File: config.mk
export PLATFORM = sky130hd
export DESIGN_NAME = circular_free_slot_allocator
export DESIGN_NICKNAME = d
export VERILOG_FILES = /design/src/rtl/core/cfsa_pkg.sv /design/src/rtl/core/cfsa_map.sv /design/src/rtl/core/circular_free_slot_allocator.sv
export SDC_FILE = /design/constraint.sdc
export NUM_CORES = 2
export LEC_CHECK = 0
export CAP_MARGIN = 20
export CORE_UTILIZATION = 50
export DETAILED_ROUTE_END_ITERATION = 8
export DONT_BUFFER_PORTS = 1
export PLACE_DENSITY = 0.68
export SLEW_MARGIN = 20
export SYNTH_ARGS = -nofsm -noshare
export SYNTH_HDL_FRONTEND = slang
export SYNTH_SLANG_ARGS = --single-unit
File: constraint.sdc
create_clock -name clk -period 23.6 [get_ports clk]
set_input_delay 1.18 -clock clk [delete_from_list [all_inputs] [get_ports clk]]
set_output_delay 1.18 -clock clk [all_outputs]
set_load 0.01 [all_outputs]
File: src/rtl/core/cfsa_pkg.sv
// Shared constants, types and helper functions of the circular free slot allocator.
package cfsa_pkg;

  localparam int MAX_SLOTS = 1024;
  localparam int SLOT_W    = $clog2(MAX_SLOTS);
  localparam int CNT_W     = SLOT_W + 1;
  localparam int WORD_W    = 64;
  localparam int WORD_BITS = $clog2(WORD_W);
  localparam int ROWS      = MAX_SLOTS / WORD_W;
  localparam int ROW_W     = SLOT_W - WORD_BITS;
  localparam int SCAN_W    = ROW_W + 1;

  localparam int TDATA_W   = ((SLOT_W + 7) / 8) * 8;
  localparam int APB_DW    = 32;
  localparam int APB_AW    = 3;

  localparam logic [CNT_W-1:0] SLOT_COUNT_RESET = CNT_W'(MAX_SLOTS);

  localparam logic MODE_ALLOC   = 1'b0;
  localparam logic MODE_RELEASE = 1'b1;

  localparam logic REG_SLOT_COUNT = 1'b0;

  typedef logic [ROW_W-1:0]  row_t;
  typedef logic [WORD_W-1:0] word_t;

  typedef struct packed {
    logic  rd_en;
    row_t  rd_addr;
    logic  wr_en;
    row_t  wr_addr;
    word_t wr_data;
  } map_req_t;

  // Bits of one row whose slot index lies below the active slot count.
  function automatic word_t row_limit_mask(input row_t row, input logic [CNT_W-1:0] n);
    logic [CNT_W-1:0] base;
    logic [CNT_W-1:0] diff;
    word_t            mask;
    base = CNT_W'({row, {WORD_BITS{1'b0}}});
    diff = n - base;
    if (n <= base) begin
      mask = '0;
    end else if (diff >= CNT_W'(WORD_W)) begin
      mask = '1;
    end else begin
      mask = ~({WORD_W{1'b1}} << diff[WORD_BITS-1:0]);
    end
    return mask;
  endfunction

  // Index of the lowest set bit; zero when no bit is set.
  function automatic logic [WORD_BITS-1:0] lowest_set(input word_t v);
    logic [WORD_BITS-1:0] idx;
    idx = '0;
    for (int i = WORD_W - 1; i >= 0; i--) begin
      if (v[i]) begin
        idx = WORD_BITS'(i);
      end
    end
    return idx;
  endfunction

endpackage

File: src/rtl/core/cfsa_map.sv
// Occupancy map memory, one row of slot bits per word, with per-row valid bits.
module cfsa_map (
  input  logic                           clk,
  input  logic                           rst_n,
  input  cfsa_pkg::map_req_t             req,
  output logic [cfsa_pkg::WORD_W-1:0]    rd_data
);
  import cfsa_pkg::*;

  word_t            mem [ROWS];
  logic [ROWS-1:0]  row_valid_r;
  word_t            rd_word_r;
  logic             rd_valid_r;

  always_ff @(posedge clk) begin
    if (req.wr_en) begin
      mem[req.wr_addr] <= req.wr_data;
    end
    if (req.rd_en) begin
      rd_word_r <= mem[req.rd_addr];
    end
  end

  // A row never written since reset reads as all free.
  always_ff @(posedge clk) begin
    if (!rst_n) begin
      row_valid_r <= '0;
      rd_valid_r  <= 1'b0;
    end else begin
      if (req.wr_en) begin
        row_valid_r[req.wr_addr] <= 1'b1;
      end
      if (req.rd_en) begin
        rd_valid_r <= row_valid_r[req.rd_addr];
      end
    end
  end

  assign rd_data = rd_valid_r ? rd_word_r : '0;

endmodule

File: src/rtl/core/circular_free_slot_allocator.sv
// An allocate runs through ST_SCAN and ST_DONE into the output register; a stalled out holds it in ST_DONE.
// The search reads one 64-slot row of the occupancy memory per cycle, at most 17 reads.
// A release in range reads its row and then clears the slot bit, one out of range is dropped; neither gives a result.
// A new request is accepted once the previous one has finished its work.
// Reset is synchronous and active low: all slots become free at once and slot_count is 1024.
// The result register holds a finished result while the next request is accepted.
module circular_free_slot_allocator (
  input  logic                           clk,
  input  logic                           rst_n,
  input  logic                           cfg_psel,
  input  logic                           cfg_penable,
  input  logic                           cfg_pwrite,
  input  logic [cfsa_pkg::APB_AW-1:0]    cfg_paddr,
  input  logic [cfsa_pkg::APB_DW-1:0]    cfg_pwdata,
  output logic [cfsa_pkg::APB_DW-1:0]    cfg_prdata,
  output logic                           cfg_pready,
  input  logic                           in_tvalid,
  output logic                           in_tready,
  input  logic [cfsa_pkg::TDATA_W-1:0]   in_tdata,   // [9:0] slot
  input  logic [0:0]                     in_tuser,   // [0] mode
  output logic                           out_tvalid,
  input  logic                           out_tready,
  output logic [cfsa_pkg::TDATA_W-1:0]   out_tdata,  // [9:0] granted_slot
  output logic [0:0]                     out_tuser   // [0] full_res
);
  import cfsa_pkg::*;

  localparam logic [1:0] ST_IDLE = 2'd0;
  localparam logic [1:0] ST_SCAN = 2'd1;
  localparam logic [1:0] ST_REL  = 2'd2;
  localparam logic [1:0] ST_DONE = 2'd3;

  logic [1:0]           state_r, state_nxt;
  logic [CNT_W-1:0]     slot_count_r;
  logic [CNT_W-1:0]     eff_n;
  logic [SCAN_W-1:0]    k_r, k_nxt;
  row_t                 hint_row_r, hint_row_nxt;
  logic [WORD_BITS-1:0] off_r, off_nxt;
  logic [SLOT_W-1:0]    res_slot_r, res_slot_nxt;
  logic                 res_full_r, res_full_nxt;
  logic                 out_valid_r, out_valid_nxt;
  logic [SLOT_W-1:0]    out_slot_r, out_slot_nxt;
  logic                 out_full_r, out_full_nxt;

  map_req_t             map_req;
  word_t                rd_data;
  row_t                 cur_row;
  word_t                pos_mask;
  word_t                cand;
  logic                 found;
  logic [WORD_BITS-1:0] pick;
  logic                 in_acc;
  logic [SLOT_W-1:0]    in_slot;
  logic                 cfg_wr;

  cfsa_map u_map (
    .clk     (clk),
    .rst_n   (rst_n),
    .req     (map_req),
    .rd_data (rd_data)
  );

  assign cfg_pready = 1'b1;
  assign cfg_wr     = cfg_psel && cfg_penable && cfg_pwrite && cfg_pready;
  assign cfg_prdata = (cfg_paddr[APB_AW-1] == REG_SLOT_COUNT) ?
                      APB_DW'(slot_count_r) : '0;

  always_ff @(posedge clk) begin
    if (!rst_n) begin
      slot_count_r <= SLOT_COUNT_RESET;
    end else if (cfg_wr && cfg_paddr[APB_AW-1] == REG_SLOT_COUNT) begin
      slot_count_r <= cfg_pwdata[CNT_W-1:0];
    end
  end

  always_comb begin
    if (slot_count_r == '0) begin
      eff_n = CNT_W'(1);
    end else if (slot_count_r > CNT_W'(MAX_SLOTS)) begin
      eff_n = CNT_W'(MAX_SLOTS);
    end else begin
      eff_n = slot_count_r;
    end
  end

  assign in_tready = (state_r == ST_IDLE);
  assign in_acc    = in_tvalid && in_tready;
  assign in_slot   = in_tdata[SLOT_W-1:0];

  assign cur_row = hint_row_r + k_r[ROW_W-1:0];

  // The first row is searched from the hint upward, the final pass over it below the hint.
  always_comb begin
    if (k_r == '0) begin
      pos_mask = {WORD_W{1'b1}} << off_r;
    end else if (k_r == SCAN_W'(ROWS)) begin
      pos_mask = ~({WORD_W{1'b1}} << off_r);
    end else begin
      pos_mask = '1;
    end
  end

  assign cand  = ~rd_data & pos_mask & row_limit_mask(cur_row, eff_n);
  assign found = |cand;
  assign pick  = lowest_set(cand);

  always_comb begin
    state_nxt    = state_r;
    k_nxt        = k_r;
    hint_row_nxt = hint_row_r;
    off_nxt      = off_r;
    res_slot_nxt = res_slot_r;
    res_full_nxt = res_full_r;
    out_valid_nxt = out_valid_r && !out_tready;
    out_slot_nxt = out_slot_r;
    out_full_nxt = out_full_r;
    map_req      = '0;

    unique case (state_r)
      ST_IDLE: begin
        if (in_acc) begin
          hint_row_nxt = in_slot[SLOT_W-1:WORD_BITS];
          off_nxt      = in_slot[WORD_BITS-1:0];
          k_nxt        = '0;
          if (in_tuser[0] == MODE_ALLOC) begin
            map_req.rd_en   = 1'b1;
            map_req.rd_addr = in_slot[SLOT_W-1:WORD_BITS];
            state_nxt       = ST_SCAN;
          end else if (CNT_W'(in_slot) < eff_n) begin
            map_req.rd_en   = 1'b1;
            map_req.rd_addr = in_slot[SLOT_W-1:WORD_BITS];
            state_nxt       = ST_REL;
          end
        end
      end
      ST_SCAN: begin
        if (found) begin
          map_req.wr_en   = 1'b1;
          map_req.wr_addr = cur_row;
          map_req.wr_data = rd_data | (WORD_W'(1) << pick);
          res_slot_nxt    = {cur_row, pick};
          res_full_nxt    = 1'b0;
          state_nxt       = ST_DONE;
        end else if (k_r == SCAN_W'(ROWS)) begin
          res_slot_nxt = '0;
          res_full_nxt = 1'b1;
          state_nxt    = ST_DONE;
        end else begin
          k_nxt           = k_r + SCAN_W'(1);
          map_req.rd_en   = 1'b1;
          map_req.rd_addr = hint_row_r + k_nxt[ROW_W-1:0];
        end
      end
      ST_REL: begin
        map_req.wr_en   = 1'b1;
        map_req.wr_addr = hint_row_r;
        map_req.wr_data = rd_data & ~(WORD_W'(1) << off_r);
        state_nxt       = ST_IDLE;
      end
      ST_DONE: begin
        if (!out_valid_r || out_tready) begin
          out_valid_nxt = 1'b1;
          out_slot_nxt  = res_slot_r;
          out_full_nxt  = res_full_r;
          state_nxt     = ST_IDLE;
        end
      end
      default: begin
        state_nxt = ST_IDLE;
      end
    endcase
  end

  always_ff @(posedge clk) begin
    if (!rst_n) begin
      state_r     <= ST_IDLE;
      out_valid_r <= 1'b0;
      k_r         <= '0;
    end else begin
      state_r     <= state_nxt;
      out_valid_r <= out_valid_nxt;
      k_r         <= k_nxt;
    end
  end

  always_ff @(posedge clk) begin
    hint_row_r <= hint_row_nxt;
    off_r      <= off_nxt;
    res_slot_r <= res_slot_nxt;
    res_full_r <= res_full_nxt;
    out_slot_r <= out_slot_nxt;
    out_full_r <= out_full_nxt;
  end

  assign out_tvalid = out_valid_r;
  assign out_tdata  = TDATA_W'(out_slot_r);
  assign out_tuser  = out_full_r;

endmodule

# == After elaboration in Yosys (flattened, before gate mapping) ==
# Memory sizes are Yosys's and may differ from the RTL's. A register that Yosys moved wholly into a read port is not among the register bits.
# Cells that the tools add are included.
# word_totals
register_bits,68
mem_bits_rw,1024
output_inout_bits,52
elab_cells,170
in_bits,59
mem_count,1
# classes
n_addsub,4
muxes,102
n_reduce_logical,20
n_eq_ne,10
n_bitwise,10
shift,4
magnitude_cmp,7
# mem_list
name,depth,width,read_ports,rd_ports_with_merged_regs,wr,line_no,text
u_map.mem,16,64,1,1,1,cfsa_map.sv:10,word_t mem [ROWS];
# op_table
operator,count
6-bit 2-to-1 mux,64
64-bit 2-to-1 mux,5
64-bit inverter,4
64-bit AND,3
69-bit one-hot mux with 2 select lines,1
1-bit by 6-bit left shift with 64-bit output (first input constant),2
64-bit by 6-bit left shift with 64-bit output (first input constant),2
69-bit 2-to-1 mux,1
64-bit bitwise OR,1
64-bit OR reduction,1
5-bit 2-to-1 mux,8
11-bit 2-to-1 mux,3
10-bit 2-to-1 mux,2
5-bit one-hot mux with 2 select lines,2
16-bit bitwise OR,1
2-bit 2-to-1 mux,6
11-bit by 7-bit >= comparator with 1-bit output (second input constant),1
11-bit > comparator (second input constant),1
11-bit by 10-bit less-or-equal comparator with 1-bit output,1
11-bit zero test,1
10-bit by 11-bit < comparator with 1-bit output,1
11-bit by 10-bit subtractor with 11-bit output,1
4-bit by 5-bit < comparator with 1-bit output (second input constant),2
4-bit adder,2
22 further kinds,41

# == Longest topological paths before layout ==
# logic_depth
ltp_word,82
ltp_mapped,26
mapped_depth_nobuf,20

# == Cells and area by module ==
# Synthesis repeated with hierarchy kept, for this count alone.
# unflattened
hier_cells,2803
hier_area_um2,50138.1
# by_module_without_submodules
mod,area_each_um2,cells_each,instances
cfsa_map,41464.8,1627,1
circular_free_slot_allocator,8673.3,1176,1

# == Worst setup path before layout ==
# OpenSTA, ideal clock, no wires.
# synth_timing
kind,register to register
start,reg slot_count_r[10]
end,"mem u_map.mem[0][0] (netlist name), enable pin"
required_ns,23.033
synth_period_minus_slack_ns,9.940
stages_incl_launch_ff,22
t_arrival_ns,9.373
slack_ns,13.660
cell_sequence,dfxtp_1 > clkbuf_1 > clkbuf_1 > clkbuf_1 > nand2b_1 > ha_1 > inv_1 > fa_1 > a211oi_1 > nor3b_1 > or3_1 > clkbuf_1 > or3_1 > buf_2 > o211a_1 > o21a_1 > or4_1 > nor4b_2 > a21o_1 > buf_2 > o21ai_0 > nor3_1
# synth_between
elab_chain_cells,14
# synth_rtl
element,line_no,text
"start, declared",circular_free_slot_allocator.sv:34,logic [CNT_W-1:0] slot_count_r;
"start signal, assigned",circular_free_slot_allocator.sv:72,slot_count_r <= cfg_pwdata[CNT_W-1:0];
11-bit > comparator,circular_free_slot_allocator.sv:79,end else if (slot_count_r > CNT_W'(MAX_SLOTS)) begin
11-bit 2-to-1 mux,circular_free_slot_allocator.sv:79,
11-bit 2-to-1 mux (*),circular_free_slot_allocator.sv:77,if (slot_count_r == '0) begin
11-bit by 10-bit subtractor with 11-bit output,cfsa_pkg.sv:41,diff = n - base;
64-bit by 6-bit left shift with 64-bit output,cfsa_pkg.sv:47,mask = ~({WORD_W{1'b1}} << diff[WORD_BITS-1:0]);
64-bit inverter,cfsa_pkg.sv:47,
64-bit 2-to-1 mux,cfsa_pkg.sv:44,end else if (diff >= CNT_W'(WORD_W)) begin
64-bit 2-to-1 mux (*),cfsa_pkg.sv:42,if (n <= base) begin
64-bit AND (*),circular_free_slot_allocator.sv:103,"assign cand = ~rd_data & pos_mask & row_limit_mask(cur_row, eff_n);"
64-bit OR reduction (*),circular_free_slot_allocator.sv:104,assign found = |cand;
69-bit 2-to-1 mux (*),circular_free_slot_allocator.sv:137,if (found) begin
69-bit one-hot mux with 2 select lines (*),circular_free_slot_allocator.sv:119,unique case (state_r)
1-bit 2-to-1 mux,cfsa_map.sv:16,if (req.wr_en) begin
1-bit 2-to-1 mux (implied by the code),cfsa_map.sv:17,mem[req.wr_addr] <= req.wr_data;
"end, declared",cfsa_map.sv:10,
# Mark *: on every way between the ends. The rest lies on a longest branch, timed or not.

# == Worst setup path after layout ==
# layout_timing
start,reg k_r[0]
end,reg u_map.rd_word_r[51] (read register of u_map.mem) (data pin)
# layout_between
elab_chain_cells,9
# layout_rtl
element,line_no,text
"start, declared",circular_free_slot_allocator.sv:36,"logic [SCAN_W-1:0] k_r, k_nxt;"
"start signal, assigned",circular_free_slot_allocator.sv:182,k_r <= k_nxt;
4-bit adder,circular_free_slot_allocator.sv:90,assign cur_row = hint_row_r + k_r[ROW_W-1:0];
11-bit by 10-bit subtractor with 11-bit output,cfsa_pkg.sv:41,
11-bit by 7-bit >= comparator with 1-bit output,cfsa_pkg.sv:44,
64-bit 2-to-1 mux,cfsa_pkg.sv:44,
64-bit 2-to-1 mux,cfsa_pkg.sv:42,
64-bit AND,circular_free_slot_allocator.sv:103,
64-bit OR reduction,circular_free_slot_allocator.sv:104,
5-bit 2-to-1 mux (*),circular_free_slot_allocator.sv:137,
5-bit one-hot mux with 2 select lines (*),circular_free_slot_allocator.sv:119,
"end, declared",cfsa_map.sv:12,word_t rd_word_r;
# Marked as above.
# A chain may end at the register's enable or synchronous reset.

==> results.md <==
- Total clock sinks: 1,156
- Io pins: 111
- Lkg Pwr: 18.3 nW
- Die X: 325 um
- CP arrival: 10,760 ps
- Avg WL per Cell: 27.7 um
- Root Buffer: clkbuf_16
- Gr ovfl total: 0
- # setup viols final: 0
- Vias per cell: 6.13
- Number of synthesized flops with an enable pin: 1,120
- Postcts setup bufs: 0
- CTS tree: built
- Status: finished clean
- Tightest Pin Transition: 1140 ps
- Detailed Place HPWL: 81,800 um
- Fin crit share: 0.440
- Main area contributors after synthesis: edfxtp_1 65%, mux2i_1 19%, nand2_1 1.5%
- Clk_lat worst skew: 720 ps
- First-pass GRT wire length: 199,000 um
- Buffers on Ports: 0
- Sequential share of power: 0.493
- Core area: 103,000 um2
- Leading area contributor after synthesis: edfxtp_1
- Crit start category: flip-flop
- Most frequent cells in the layout: 1,120 x edfxtp_1, 974 x mux2i_1, 205 x nand2_1
- Overall routing resource usage: 0.258
- Hold buffer count at cts: 0
- Routed WL: 137,000 um
- Worst path required time: 23,980 ps
- P per Cell Area: 82.5 nW/um2
- Final std cells w/o fill: 4,957
- Top-area cell type share of the netlist area: 0.645
- Switching Fraction: 0.255
- Via count: 30,400
- RSZ-0062 raised after global routing: false
- CTS Buf Count: 112
- Worst hold path type: flip-flop to flip-flop
- Internal power: 3.52 mW
- Final hold viol count: 0
- WS Path Type: flip-flop to flip-flop
- H-tree lvl count: 3
- Max Transition Viols Final: 0
- Deepest clock path buffer count: 3
- Clock power share: 0.370
- Initial Utilization: 0.504
- Layout area overhead: 9.91%
- Max Fanout on Critical Path: 137
- Fmax: 96.4 MHz
- Setup_tns: 0 ps
- Height of the die: 325 um
- Commonest non-fill, non-tap cell in the layout: edfxtp_1
- Asr flop ratio synth: 0
- Reg clk slew, reported paths: 60 ps
- Total Power: 4.72 mW
- Yosys warnings: 0
- Largest net degree at the start of global routing: 138
- FP Rows: 118
- Cts repair resizes: 0
- GP Congestion: 1.02
- Yosys reg bits: 1,156
- Antenna violations before repair: 1
- Unique masters post-synth: 86
- Number of global-route vias before repair: 29,382
- Routed Antenna Nets: 0
- Gate power share: 0.137
- Avg Cell Area, Syn: 15.1 um2
- DRC: 0
- Placed Cells: 4,751
- Psw: 1.20 mW
- Die area: 106,000 um2
- VDD IR-drop max: 0.0000575 V
- Synthesized area: 52,100 um2
- Max-slew headroom: 0.231
- Nets: 3,573
- Top_reg_cell synth: edfxtp_1
- Maximum capacitance violations: 0
- Post-Syn Instances: 3,458
- Iteration-0 DRC Markers: 2,991
- Fin crit period: 10,370 ps
- Register area share after synthesis: 0.659
- DR pass1 iterations: 5
- Crit end category: flip-flop
- Layout cell share with drive strength beyond 1: 0.0973
- Clk_skew: 34.7 ps
[synthesized netlist by cell type, types with 7 or more instances]
master	instances
o21ai_1	7
o22ai_1	23
buf_4	87
a221oi_1	16
nand2b_1	8
ha_1	25
buf_6	34
o211ai_1	24
o21a_1	29
o311ai_0	13
nor2_1	105
o31ai_1	16
nand2_1	206
o21bai_1	8
inv_1	32
mux2i_1	974
a21o_1	17
nor3_1	25
o2111ai_1	25
edfxtp_1	1120
xnor2_1	8
o21ai_0	111
a221o_1	11
nand3_1	42
a31oi_1	18
and2_1	14
nor2b_1	25
buf_2	29
dfxtp_1	36
nor4_1	11
a21oi_1	91
or2_2	10
or3_1	9
o32ai_1	11
clkbuf_1	80
a211oi_1	16
nand4_1	17
and3_1	14
[logic make-up after synthesis]
group	after synthesis	synth area share
flip-flops	1156	0.659
multiplexers	977	0.188
AND/OR/NAND/NOR	523	0.0484
AO/OA/AOI/OAI	492	0.0640
buffers and inverters	267	0.0311
adder cells (fa/ha/maj)	28	0.00716
XOR/XNOR	13	0.00219
other	2	0.000144
[through the flow]
stage	utilization	hold slack, ps	setup slack, ps	instance area [um2]
3_3_place_gp	0.518	401	13380	53600
3_5_place_dp	0.519	406	13390	53600
6_report	0.554	419	13230	57300
2_1_floorplan	-	400	13660	52200
4_1_cts	0.553	420	13380	57200
5_1_grt	0.554	427	12760	57300
[cell type report]
cell class	count	area (um2)
clock buffers	140	3040
fillers	8247	46100
flip-flops and latches	1156	34400
diodes	1	2.50
well taps	1380	1730
repair buffers	121	931
multi-input cells	2061	16500
inverters	34	128
clock inverters	64	547
[path summary, 6_finish.rpt]
| kind | startpoint | end | slack, ps | cells past startpoint |
|---|---|---|---|---|
| worst max register to register | k_r[0] | u_map.rd_word_r[51] | 13230 | 21 |
| worst max-delay path | k_r[0] | u_map.rd_word_r[51] | 13230 | 21 |
| worst min register to register | res_slot_r[3] | out_slot_r[3] | 420 | 0 |
| worst min-delay path | res_slot_r[3] | out_slot_r[3] | 420 | 0 |
[layer usage]
metal	wire, um	GRT usage	up-vias
met5	0	0	-
met4	5100	0.0929	0
met3	9850	0.0470	269
met2	61900	0.397	1175
met1	60700	0.368	15426
li1	-	-	13530
[flip-flops by register name, indices dropped and copies added (netlist names)]
register and cells:
k_r 5, out_slot_r 10, u_map.row_valid_r 16, hint_row_r 4, off_r 6, res_full_r 1
slot_count_r 11, u_map.rd_word_r 64, u_map.rd_valid_r 1, out_tvalid 1, state_r 2, u_map.mem 1024
res_slot_r 10, out_tuser 1
[power groups by stage]
stage	clock network [mW]	logic [mW]	registers [mW]
floorplan	0	0.449	2.36
global placement	0	0.630	2.37
detailed placement	0	0.629	2.37
CTS	1.78	0.631	2.33
global route	1.86	0.682	2.33
finish	1.75	0.648	2.33
[critical path, stage by stage (launching register included)]
cell and delay, ps:
dfxtp_1 430, ha_1 200, inv_1 50, fa_1 370, xor2_1 400, ha_1 370
a211oi_1 310, nor3b_1 120, or4_1 590, nor2_1 800, a311oi_1 470, a41o_1 390
or4_1 560, nor4b_2 510, a32o_4 1000, buf_4 860, buf_4 770, buf_12 670
mux2i_1 280, mux2i_1 100, mux2i_1 210, mux2i_1 180
No activity file was read; power rests on OpenSTA's default activity.
